===== src/rtl/strict_priority_multi_fifo_unit_macros.svh =====
// Assertion helpers; expect clk and rst_n in scope
`ifndef STRICT_PRIORITY_MULTI_FIFO_UNIT_MACROS_SVH
`define STRICT_PRIORITY_MULTI_FIFO_UNIT_MACROS_SVH

// Same-cycle implication
`define SPMF_ASSERT_NOW(label, ante, cons) \
  label: assert property (@(posedge clk) disable iff (!rst_n) (ante) |-> (cons)) \
    else $error("spmf assertion failed");

// Next-cycle implication
`define SPMF_ASSERT_NEXT(label, ante, cons) \
  label: assert property (@(posedge clk) disable iff (!rst_n) (ante) |=> (cons)) \
    else $error("spmf assertion failed");

`endif


===== src/rtl/spmf_pkg.sv =====
`default_nettype none
package spmf_pkg;

  localparam int VALUE_W = 32;
  localparam int PRIO_W  = 4;
  localparam int LEVEL_W = 3;

  typedef enum logic {
    MODE_INSERT = 1'b0,
    MODE_REMOVE = 1'b1
  } mode_t;

  typedef enum logic [1:0] {
    ST_OK    = 2'd0,
    ST_EMPTY = 2'd1,
    ST_FULL  = 2'd2
  } status_t;

  // Result info handed from control to the result register
  typedef struct packed {
    status_t              status;
    logic [LEVEL_W-1:0]   level;
    logic                 all_empty;
    logic                 is_read;
  } res_t;

endpackage
`default_nettype wire


===== src/rtl/spmf_if.sv =====
`default_nettype none
interface spmf_in_if;
  logic                                  valid;
  logic                                  ready;
  spmf_pkg::mode_t                       mode;
  logic signed [spmf_pkg::VALUE_W-1:0]   value;
  logic signed [spmf_pkg::PRIO_W-1:0]    priority_req;

  modport source (output valid, mode, value, priority_req, input ready);
  modport sink (input valid, mode, value, priority_req, output ready);
endinterface

interface spmf_out_if;
  logic                                  valid;
  logic                                  ready;
  logic signed [spmf_pkg::VALUE_W-1:0]   value_out;
  spmf_pkg::status_t                     status;
  logic [spmf_pkg::LEVEL_W-1:0]          level;
  logic                                  all_empty;

  modport source (output valid, value_out, status, level, all_empty, input ready);
  modport sink (input valid, value_out, status, level, all_empty, output ready);
endinterface
`default_nettype wire


===== src/rtl/strict_priority_multi_fifo_unit.sv =====
// Channel | Dir | Fields                                  | Handshake
// in_chan | in  | mode, value, priority_req                | valid/ready
// out_chan| out | value_out, status, level, all_empty      | valid/ready
//
// One item per cycle sustained while the output is not stalled; each item passes
// through the input register, then the result register alongside the entry RAM read port.
// The queue decision is a priority encoder over the per-level counts.
// Reset (rst_n low, synchronous) empties every level; the entry RAM keeps
// its contents and needs no clearing pass.
// A stalled output holds the result register and the RAM read data; the input
// register keeps taking items until both stages are full.
`default_nettype none
module strict_priority_multi_fifo_unit #(
  parameter int LEVELS      = 6,
  parameter int LEVEL_DEPTH = 16,
  parameter int DATA_WIDTH  = 32
) (
  input wire logic  clk,
  input wire logic  rst_n,
  spmf_in_if.sink   in_chan,
  spmf_out_if.source out_chan
);
  import spmf_pkg::*;

  localparam int AW = $clog2(LEVELS * LEVEL_DEPTH);

  logic                       s1_valid_r;
  mode_t                      s1_mode_r;
  logic signed [VALUE_W-1:0]  s1_value_r;
  logic signed [PRIO_W-1:0]   s1_prio_r;
  logic                       s2_valid_r;
  res_t                       s2_res_r;

  logic                       s1_adv;
  logic                       op_go;
  logic                       mem_we;
  logic                       mem_re;
  logic [AW-1:0]              mem_addr;
  logic [DATA_WIDTH-1:0]      mem_rdata;
  res_t                       res;

  assign s1_adv        = !s2_valid_r || out_chan.ready;
  assign op_go         = s1_valid_r && s1_adv;
  assign in_chan.ready = !s1_valid_r || s1_adv;

  always_ff @(posedge clk) begin
    if (!rst_n) begin
      s1_valid_r <= 1'b0;
      s2_valid_r <= 1'b0;
    end else begin
      if (in_chan.ready) begin
        s1_valid_r <= in_chan.valid;
      end
      if (s1_adv) begin
        s2_valid_r <= s1_valid_r;
      end
    end
  end

  always_ff @(posedge clk) begin
    if (in_chan.ready && in_chan.valid) begin
      s1_mode_r  <= in_chan.mode;
      s1_value_r <= in_chan.value;
      s1_prio_r  <= in_chan.priority_req;
    end
    if (op_go) begin
      s2_res_r <= res;
    end
  end

  spmf_ctrl #(
    .LEVELS      (LEVELS),
    .LEVEL_DEPTH (LEVEL_DEPTH)
  ) u_ctrl (
    .clk          (clk),
    .rst_n        (rst_n),
    .op_go        (op_go),
    .mode         (s1_mode_r),
    .priority_req (s1_prio_r),
    .mem_we       (mem_we),
    .mem_re       (mem_re),
    .mem_addr     (mem_addr),
    .res          (res)
  );

  // Read data lands with the result register and holds while stalled
  spmf_ram #(
    .WIDTH (DATA_WIDTH),
    .DEPTH (LEVELS * LEVEL_DEPTH)
  ) u_ram (
    .clk   (clk),
    .we    (mem_we),
    .waddr (mem_addr),
    .wdata (DATA_WIDTH'($unsigned(s1_value_r))),
    .re    (mem_re),
    .raddr (mem_addr),
    .rdata (mem_rdata)
  );

  assign out_chan.valid     = s2_valid_r;
  assign out_chan.value_out = s2_res_r.is_read ? $signed(VALUE_W'(mem_rdata)) : '0;
  assign out_chan.status    = s2_res_r.status;
  assign out_chan.level     = s2_res_r.level;
  assign out_chan.all_empty = s2_res_r.all_empty;

endmodule
`default_nettype wire


===== src/rtl/spmf_ram.sv =====
`default_nettype none
module spmf_ram #(
  parameter int WIDTH = 32,
  parameter int DEPTH = 96
) (
  input  wire logic                     clk,
  input  wire logic                     we,
  input  wire logic [$clog2(DEPTH)-1:0] waddr,
  input  wire logic [WIDTH-1:0]         wdata,
  input  wire logic                     re,
  input  wire logic [$clog2(DEPTH)-1:0] raddr,
  output      logic [WIDTH-1:0]         rdata
);

  logic [WIDTH-1:0] mem [DEPTH];

  always_ff @(posedge clk) begin
    if (we) begin
      mem[waddr] <= wdata;
    end
    if (re) begin
      rdata <= mem[raddr];
    end
  end

endmodule
`default_nettype wire


===== src/rtl/spmf_ctrl.sv =====
`default_nettype none
`include "strict_priority_multi_fifo_unit_macros.svh"
module spmf_ctrl #(
  parameter int LEVELS      = 6,
  parameter int LEVEL_DEPTH = 16
) (
  input  wire logic                                      clk,
  input  wire logic                                      rst_n,
  input  wire logic                                      op_go,
  input  wire spmf_pkg::mode_t                           mode,
  input  wire logic signed [spmf_pkg::PRIO_W-1:0]        priority_req,
  output      logic                                      mem_we,
  output      logic                                      mem_re,
  output      logic [$clog2(LEVELS*LEVEL_DEPTH)-1:0]     mem_addr,
  output      spmf_pkg::res_t                            res
);
  import spmf_pkg::*;

  localparam int LW = $clog2(LEVELS);
  localparam int PW = $clog2(LEVEL_DEPTH);
  localparam int CW = $clog2(LEVEL_DEPTH + 1);
  localparam int AW = $clog2(LEVELS * LEVEL_DEPTH);

  logic [PW-1:0] head_r   [LEVELS];
  logic [PW-1:0] head_nxt [LEVELS];
  logic [PW-1:0] tail_r   [LEVELS];
  logic [PW-1:0] tail_nxt [LEVELS];
  logic [CW-1:0] cnt_r    [LEVELS];
  logic [CW-1:0] cnt_nxt  [LEVELS];

  logic [LEVELS-1:0] nonempty;
  logic [LW-1:0]     ins_lvl;
  logic [LW-1:0]     srv_lvl;
  logic              found;
  logic              full;
  logic              is_ins;
  logic              do_wr;
  logic              do_rd;
  logic              empty_after;

  function automatic logic [PW-1:0] next_pos(input logic [PW-1:0] p);
    logic [PW-1:0] r;
    if (p == PW'(LEVEL_DEPTH - 1)) begin
      r = '0;
    end else begin
      r = p + PW'(1);
    end
    return r;
  endfunction

  // Clamp the requested level
  always_comb begin
    if (priority_req[PRIO_W-1]) begin
      ins_lvl = '0;
    end else if (32'(priority_req[PRIO_W-2:0]) > 32'(LEVELS - 1)) begin
      ins_lvl = LW'(LEVELS - 1);
    end else begin
      ins_lvl = LW'(priority_req[PRIO_W-2:0]);
    end
  end

  // Lowest-numbered non-empty level wins
  always_comb begin
    srv_lvl = '0;
    for (int i = LEVELS - 1; i >= 0; i--) begin
      nonempty[i] = (cnt_r[i] != '0);
    end
    for (int i = LEVELS - 1; i >= 0; i--) begin
      if (nonempty[i]) begin
        srv_lvl = LW'(i);
      end
    end
  end

  assign found  = |nonempty;
  assign full   = (cnt_r[ins_lvl] == CW'(LEVEL_DEPTH));
  assign is_ins = (mode == MODE_INSERT);
  assign do_wr  = op_go && is_ins && !full;
  assign do_rd  = op_go && !is_ins && found;

  assign mem_we   = do_wr;
  assign mem_re   = do_rd;
  assign mem_addr = do_wr ? AW'(ins_lvl) * AW'(LEVEL_DEPTH) + AW'(tail_r[ins_lvl])
                          : AW'(srv_lvl) * AW'(LEVEL_DEPTH) + AW'(head_r[srv_lvl]);

  always_comb begin
    empty_after = 1'b1;
    for (int i = 0; i < LEVELS; i++) begin
      head_nxt[i] = head_r[i];
      tail_nxt[i] = tail_r[i];
      cnt_nxt[i]  = cnt_r[i];
      if (do_wr && ins_lvl == LW'(i)) begin
        tail_nxt[i] = next_pos(tail_r[i]);
        cnt_nxt[i]  = cnt_r[i] + CW'(1);
      end
      if (do_rd && srv_lvl == LW'(i)) begin
        head_nxt[i] = next_pos(head_r[i]);
        cnt_nxt[i]  = cnt_r[i] - CW'(1);
      end
      if (cnt_nxt[i] != '0) begin
        empty_after = 1'b0;
      end
    end
  end

  always_comb begin
    res.all_empty = empty_after;
    res.is_read   = do_rd;
    if (is_ins) begin
      res.status = full ? ST_FULL : ST_OK;
      res.level  = LEVEL_W'(ins_lvl);
    end else begin
      res.status = found ? ST_OK : ST_EMPTY;
      res.level  = found ? LEVEL_W'(srv_lvl) : '0;
    end
  end

  always_ff @(posedge clk) begin
    if (!rst_n) begin
      for (int i = 0; i < LEVELS; i++) begin
        head_r[i] <= '0;
        tail_r[i] <= '0;
        cnt_r[i]  <= '0;
      end
    end else begin
      for (int i = 0; i < LEVELS; i++) begin
        head_r[i] <= head_nxt[i];
        tail_r[i] <= tail_nxt[i];
        cnt_r[i]  <= cnt_nxt[i];
      end
    end
  end

  `SPMF_ASSERT_NOW(a_no_rw_clash, 1'b1, !(mem_we && mem_re))
  `SPMF_ASSERT_NOW(a_remove_serves, op_go && mode == MODE_REMOVE && nonempty != '0, mem_re)
  `SPMF_ASSERT_NEXT(a_write_fills, mem_we, nonempty != '0)

endmodule
`default_nettype wire


===== src/flat_wrapper.sv =====
// flat-port wrapper written by rule: the top's interface ports become plain ports
module strict_priority_multi_fifo_unit_flat import spmf_pkg::*;
#(
  parameter int LEVELS      = 6,
  parameter int LEVEL_DEPTH = 16,
  parameter int DATA_WIDTH  = 32
)
  (clk, rst_n, in_chan_valid, in_chan_mode, in_chan_value, in_chan_priority_req, in_chan_ready, out_chan_valid, out_chan_value_out, out_chan_status, out_chan_level, out_chan_all_empty, out_chan_ready);
  spmf_in_if in_chan_i ();
  spmf_out_if out_chan_i ();
  input wire logic clk;
  input wire logic rst_n;
  input wire logic [$bits(in_chan_i.valid)-1:0] in_chan_valid;
  input wire logic [$bits(in_chan_i.mode)-1:0] in_chan_mode;
  input wire logic [$bits(in_chan_i.value)-1:0] in_chan_value;
  input wire logic [$bits(in_chan_i.priority_req)-1:0] in_chan_priority_req;
  output wire logic [$bits(in_chan_i.ready)-1:0] in_chan_ready;
  output wire logic [$bits(out_chan_i.valid)-1:0] out_chan_valid;
  output wire logic [$bits(out_chan_i.value_out)-1:0] out_chan_value_out;
  output wire logic [$bits(out_chan_i.status)-1:0] out_chan_status;
  output wire logic [$bits(out_chan_i.level)-1:0] out_chan_level;
  output wire logic [$bits(out_chan_i.all_empty)-1:0] out_chan_all_empty;
  input wire logic [$bits(out_chan_i.ready)-1:0] out_chan_ready;
  assign in_chan_i.valid = in_chan_valid;
  assign in_chan_i.mode = in_chan_mode;
  assign in_chan_i.value = in_chan_value;
  assign in_chan_i.priority_req = in_chan_priority_req;
  assign in_chan_ready = in_chan_i.ready;
  assign out_chan_valid = out_chan_i.valid;
  assign out_chan_value_out = out_chan_i.value_out;
  assign out_chan_status = out_chan_i.status;
  assign out_chan_level = out_chan_i.level;
  assign out_chan_all_empty = out_chan_i.all_empty;
  assign out_chan_i.ready = out_chan_ready;
  strict_priority_multi_fifo_unit #(.LEVELS(LEVELS), .LEVEL_DEPTH(LEVEL_DEPTH), .DATA_WIDTH(DATA_WIDTH)) u_core (.clk(clk), .rst_n(rst_n), .in_chan(in_chan_i), .out_chan(out_chan_i));
endmodule

===== config.mk =====
export PLATFORM = sky130hd
export DESIGN_NAME = strict_priority_multi_fifo_unit_flat
export DESIGN_NICKNAME = d
export VERILOG_FILES = /design/src/rtl/spmf_pkg.sv /design/src/rtl/spmf_if.sv /design/src/rtl/strict_priority_multi_fifo_unit.sv /design/src/rtl/spmf_ram.sv /design/src/rtl/spmf_ctrl.sv /design/src/flat_wrapper.sv
export VERILOG_INCLUDE_DIRS = /design/src /design/src/rtl
export SDC_FILE = /design/constraint.sdc
export NUM_CORES = 2
export LEC_CHECK = 0
export BUFFER_PORTS_ARGS = -buffer_cell sky130_fd_sc_hd__buf_2
export CAP_MARGIN = 20
export CORE_MARGIN = 2
export CORE_UTILIZATION = 50
export DETAILED_ROUTE_END_ITERATION = 7
export PLACE_DENSITY = 0.63
export SLEW_MARGIN = 40
export SYNTH_ARGS = -nofsm -noshare
export SYNTH_HDL_FRONTEND = slang
export SYNTH_HIERARCHICAL = 1
export SYNTH_SLANG_ARGS = --single-unit

===== constraint.sdc =====
create_clock -name clk -period 7.1 [get_ports clk]
set_input_delay 1.065 -clock clk [delete_from_list [all_inputs] [get_ports clk]]
set_output_delay 1.065 -clock clk [all_outputs]
set_load 0.01 [all_outputs]

# Word level (Yosys, flattened, before mapping)
# Memory sizes are Yosys's and may differ from the RTL's. A register that Yosys moved wholly into a read port is not among the register bits.
# Cells that the tools add are included.
[classes]
reduce_logical = 39
muxes = 73
bitwise_logic = 19
eq_ne = 23
order_cmp = 1
n_addsub = 26
[ops]
columns = ["cell", "count"]
rows = [
  ["$mux 4", 36],
  ["$mux 5", 19],
  ["$reduce_bool 5->1", 12],
  ["$add 4x1->4 const B", 12],
  ["$eq 4x4->1 const B", 12],
  ["$mux 32", 1],
  ["$add 5x1->5 const B", 6],
  ["$sub 5x1->5 const B", 6],
  ["$mux 3", 9],
  ["$logic_and 1x1->1", 18],
  ["$or 1x1->1", 18],
  ["$add 7x4->7", 2],
  ["$eq 3x2->1 const B", 4],
  ["$eq 3x3->1 const B", 4],
  ["$mux 7", 1],
  ["$eq 3x1->1 const B", 2],
  ["$logic_not 3->1", 2],
  ["$mux 1", 6],
  ["$reduce_or 6->1", 1],
  ["$eq 5x5->1 const B", 1],
  ["$reduce_or 5->1", 1],
  ["$gt 3x3->1 const B", 1],
  ["$logic_not 1->1", 3],
  ["$logic_or 1x1->1", 2],
  ["2 further kinds", 2],
]
[word_totals]
mem_bits_rw = 3150
regBits = 46
out_inout_bits = 40
n_memories = 4
[memory_table]
columns = ["name", "words", "width", "read_ports", "rd_ports_with_merged_regs", "write_ports", "line_no", "rtl"]
rows = [
  ["u_core.u_ram.mem", 96, 32, 1, 1, 1, "spmf_ram.sv:15", "logic [WIDTH-1:0] mem [DEPTH];"],
  ["u_core.u_ctrl.cnt_r", 6, 5, 7, 0, 6, "spmf_ctrl.sv:28", "logic [CW-1:0] cnt_r [LEVELS];"],
  ["u_core.u_ctrl.head_r", 6, 4, 7, 0, 6, "spmf_ctrl.sv:24", "logic [PW-1:0] head_r [LEVELS];"],
  ["u_core.u_ctrl.tail_r", 6, 4, 7, 0, 6, "spmf_ctrl.sv:26", "logic [PW-1:0] tail_r [LEVELS];"],
]

# Depth between registers and ports, before layout
# An unclocked memory read counts as a cell.
[logic_depth]
word_depth = 13
depth_mapped = 23

# Cells and area by module
# The synthesis kept the hierarchy.
[by_module_without_submodules]
columns = ["module", "instances", "area_each_um2", "cells_each", "seq_area_each_um2"]
rows = [
  ["spmf_ram", 1, 118625.0, 5279, 93209.4],
  ["spmf_ctrl", 1, 5341.4, 663, 1561.5],
  ["strict_priority_multi_fifo_unit", 1, 1717.9, 93, 1361.3],
]

# Least setup slack after synthesis
# Ideal clock, no wire load.
[synth_path]
path_type = "input to register"
start = "input port out_chan_ready"
end = "memory u_core.u_ram.mem[42][0] (enable)"
required_time_ns = 6.639
slack_ns = 0.710
stages = 10
arrival_ns = 5.929
n_path_buf = 2
cell_sequence = "nor2b_4 > nor2b_1 > nor2b_1 > clkbuf_1 > nand3_1 > clkbuf_1 > o21ai_0 > nor2b_1 > nand3_1 > nor3_1"
[synth_lines]
columns = ["element", "line_no", "rtl"]
rows = [
  ["start, declared", "flat_wrapper.sv:23", "input wire logic [$bits(out_chan_i.ready)-1:0] out_chan_ready;"],
  ["$logic_or 1x1->1", "strict_priority_multi_fifo_unit.sv:42", "assign s1_adv = !s2_valid_r || out_chan.ready;"],
  ["$logic_and 1x1->1", "strict_priority_multi_fifo_unit.sv:43", "assign op_go = s1_valid_r && s1_adv;"],
  ["via u_core.op_go", "strict_priority_multi_fifo_unit.sv:35", "logic op_go;"],
  ["$logic_and 1x1->1 (2 in series)", "spmf_ctrl.sv:78", "assign do_wr = op_go && is_ins && !full;"],
  ["$mux 7", "spmf_ctrl.sv:83", "assign mem_addr = do_wr ? AW'(ins_lvl) * AW'(LEVEL_DEPTH) + AW'(tail_r[ins_lvl])"],
  ["via u_core.mem_addr[3]", "strict_priority_multi_fifo_unit.sv:38", "logic [AW-1:0] mem_addr;"],
  ["end, declared", "spmf_ram.sv:15", ""],
]
# The timed path passes the listed nets, and every way through them passes these cells.

# Worst setup path after layout
[layout_path]
start = "register u_core.s1_prio_r[1]"
end = "register u_core.u_ram.rdata[4] (read register of u_core.u_ram.mem) (data pin)"
[layout_via]
elab_chain_cells = 8
[layout_lines]
columns = ["element", "line_no", "rtl"]
rows = [
  ["start, declared", "strict_priority_multi_fifo_unit.sv:30", "logic signed [PRIO_W-1:0] s1_prio_r;"],
  ["start signal, assigned", "strict_priority_multi_fifo_unit.sv:64", "s1_prio_r <= in_chan.priority_req;"],
  ["$gt 3x3->1", "spmf_ctrl.sv:55", "end else if (32'(priority_req[PRIO_W-2:0]) > 32'(LEVELS - 1)) begin"],
  ["$mux 3 *", "spmf_ctrl.sv:55", ""],
  ["$mux 3 *", "spmf_ctrl.sv:53", "if (priority_req[PRIO_W-1]) begin"],
  ["branches (longest 4 deep; another with $add 7x4->7)", "n/a", ""],
  ["$mux 7 *", "spmf_ctrl.sv:83", ""],
  ["via u_core.mem_addr[1]", "strict_priority_multi_fifo_unit.sv:38", ""],
  ["end, declared", "spmf_ram.sv:12", "output logic [WIDTH-1:0] rdata"],
]
# Mark *: on every way through the listed nets, which the timed path passes.
# A chain may end at the register's enable or synchronous reset.

==> flow_summary.yaml <==
sta:
  min_period_over_period_pct: 96.6
  final-setup-viol-count: 0
  setup_slack_ps: 238
  period_minus_slack_ps: 6860
  worst_slew_margin_rel_pct: 34.1
  max_freq_ghz: 0.146
  worstMarginPinSlew_ps: 989
  drv_slew: 0
  setup-tns-final_ps: 0
  timing_hold_violations_final: 0
  rsz_0062_raised_after_global_routing: "no"
  clock_skew_ps: 64.6
logic_synthesis:
  ys_dominant_reg_cell: "edfxtp_1"
  netlist_area_um2: 126000
  synthMuxAreaShare_pct: 14.8
  synth.distinct_cells: 84
  synth_edf_count: 3148
  synth_top_family_by_area: "multiplexers"
  syn-instance-count: 6035
  yosys.cell_count.top_type: "edfxtp_1"
  yosys-top-cells-area: "edfxtp_1 75%, mux4_2 12%, mux2i_1 2.6%"
  fraction_of_the_mapped_netlist_area_in_compound_gates_pct: 3.44
  async_flop_share_pct: 0
  post_synth_and_or_nand_nor_area_fraction_pct: 3.14
  synth_top_cell_area_share_pct: 75.2
  synth_fa_ha_area_share_pct: 0.299
  post_synth.cell_area_avg_um2: 20.8
  yosys_warnings: 6
  synth-seq-area-share_pct: 76.5
  synth.ff_latch_count: 3228
  synth_top_cell_by_area: "edfxtp_1"
  synth_fp_nets: 6106
  synth-xor-area-share_pct: 0.230
  synth_common_cells: "3148 x edfxtp_1, 670 x mux4_2, 321 x mux2i_1"
floorplan:
  chipWidth_um: 505
  placeableCoreArea_um2: 251000
  initial_core_util_pct: 50.1
  pin_count: 81
  floorplan_row_count: 184
  fp.dieH_um: 505
  die_area_um2: 255000
cts:
  cts-htree-levels: 5
  clock_insertion_delay_worst_skew_ps: 980
  hold_buffers: 0
  cts.repair.resized: 0
  clock_root_buffer: "clkbuf_16"
  cts_tree: "built"
  clockBufferDepth: 4
  cts.repair_timing.setup_buffer_count: 0
  cts.sinks: 3228
  clk_pin_slew_ps: 60
  total_cts_buffers: 345
status:
  status: "completed"
worst_setup_path:
  critPathRequiredTime_ps: 7760
  critPathKind: "flip-flop to flip-flop"
  crit_path_max_fanout: 34
  worst-endpoint-arrival_ps: 7520
  worstPathCellList: "nor3b_1 -> a22o_1 -> a2bb2oi_1 -> nand2_1 -> nand3_1 -> nand3_1 -> o21ai_4 -> buf_4 -> and2_2 -> buf_4 -> a22o_1 -> a221oi_1 -> o22ai_1 -> a31o_1"
  timing.critical_path.to_type: "flip-flop"
  critical_r2r_launch: "u_core/s1_prio_r[1]"
  critPathLaunch: "u_core/s1_prio_r[1]"
  start_kind: "flip-flop"
  cpPeakStageDelay_ps: 830
  critPathSlowestCell: "and2_2"
routing:
  post_drt_via_cell_ratio: 6.56
  first_iter_violations: 10400
  drc: 0
  vias: 66500
  routedWlPerCell_um: 36.6
  detail-route-antenna-nets: 0
  detail_route.wirelength_mm: 371
  drt_first_pass_iters: 6
cells_and_area:
  post-route-cell-area_um2: 144000
  post-route-util_pct: 57.3
  drive_above_1_share_pct: 26.9
  final_net_count: 6591
  instances_no_fill: 10100
  area_growth_syn_to_layout_pct: 14.3
flow_run:
  timing.max_cap.violations: 0
worst_hold_path:
  worst_hold_startpoint: "in_chan_value[8]"
  min_path_type: "input port to flip-flop"
placement:
  placement.cell_area_um2: 133000
  post-place-ws_ps: 229
  dp_cells: 9516
  hpwl_mm: 221
  place.port_buffers: 80
  gpl.final_weighted_congestion: 0.912
pwr:
  power-per-cell-area_nw_per_um2: 295
  ir_worst_vdd_uv: 213
  p_leak_nw: 44.0
grt:
  grt_start_max_net_pins: 97
  first_global_vias: 64400
  global_route_wire_length_before_repair_mm: 514
  overflow: 0
  track_usage_pct: 28.9
  antenna_found_initial: 36
==> placed cells by master (no fill, tap or decap), types with 21 or more instances in the layout <==
cell and n:
edfxtp_1 3148, mux4_2 670, clkbuf_16 353, mux2i_1 320
buf_4 306, nand2_1 180, a22oi_1 131, nand3_1 95
nor2_4 90, a21oi_1 89, o22ai_1 85, clkbuf_1 82
buf_2 81, dfxtp_1 80, nor2_1 74, clkinv_1 65
clkinv_2 56, nor2b_1 53, and2_1 53, o21ai_0 49
a221oi_1 39, nor3_1 37, and2_2 34, a22o_1 34
buf_12 34, ha_1 30, mux2_2 29, bufinv_16 27
a211oi_1 27, a31oi_1 24, xnor2_1 22, or3_1 21
==> registers in the layout, summed over array words and instances (netlist names), 2 cells and up <==
signal                  count
u_core/u_ram/rdata         32
u_core/u_ctrl/cnt_r        30
u_core/out_chan.status      2
u_core/u_ctrl/tail_r       24
u_core/s1_prio_r            4
u_core/u_ctrl/head_r       24
u_core/s1_value_r          32
u_core/out_chan.level       3
u_core/u_ram/mem         3072
==> report_power, final <==
part | internal (mW) | switching [mW] | total (mW)
clock | 10.1 | 7.20 | 17.3
combinational | 1.52 | 2.59 | 4.11
sequential | 21.0 | 0.0397 | 21.0
total | 32.6 | 9.84 | 42.4
==> metal layers <==
layer  vias to the layer above  routed length (um)  part of all wire, %  track usage, %
li1                      26300                   -                    -               -
met1                     35400              140000                   38            40.6
met2                      4144              172000                   46            44.3
met3                       707               42500                   11            6.47
met4                        20               16100                  4.3            11.3
met5                         -                 146                0.039               0
==> kinds of logic (layout without fill, tap and decap cells) <==
| logic type | Yosys count | count (layout) |
|---|---|---|
| flip-flops | 3228 | 3228 |
| multiplexers | 1021 | 1021 |
| AND/OR/NAND/NOR | 771 | 771 |
| AO/OA/AOI/OAI | 618 | 618 |
| buffers and inverters | 334 | 1078 |
| XOR/XNOR | 33 | 33 |
| adder cells (fa/ha/maj) | 30 | 30 |
| other | 0 | 14 |
==> critical path: cells and delay by family (launching register included) <==
kind            cells  cell delay, ps
compound gates      7            2750
simple gates        5            2150
buf+inv             2             930
flops               1             600
==> stage by stage <==
step                total power [mW]  hold WS (ps)
floorplan                       23.8           473
global placement                25.4           499
detailed placement              25.5           503
CTS                             42.6           231
global route                    43.5           237
finish                          42.4           275
==> final cells by class <==
class / count / area, um2
inverter: 21 / 81.3
sequential: 3228 / 96100
multi-input combinational: 2473 / 28700
tap: 3348 / 4190
timing repair buffer: 451 / 3880
clock inverter: 169 / 1530
antenna: 14 / 35.0
fill: 18200 / 107000
clock buffer: 437 / 9170
==> worst paths after layout <==
kind,to,slack (ps),cells after the start
max,u_core/u_ram/rdata[4],240,14
min,u_core/s1_value_r[8],280,1
min reg2reg,u_core/u_ctrl/tail_r[4][1],510,2
max reg2reg,u_core/u_ram/rdata[4],240,14
Note: power is estimated with default switching activity, not from simulation.
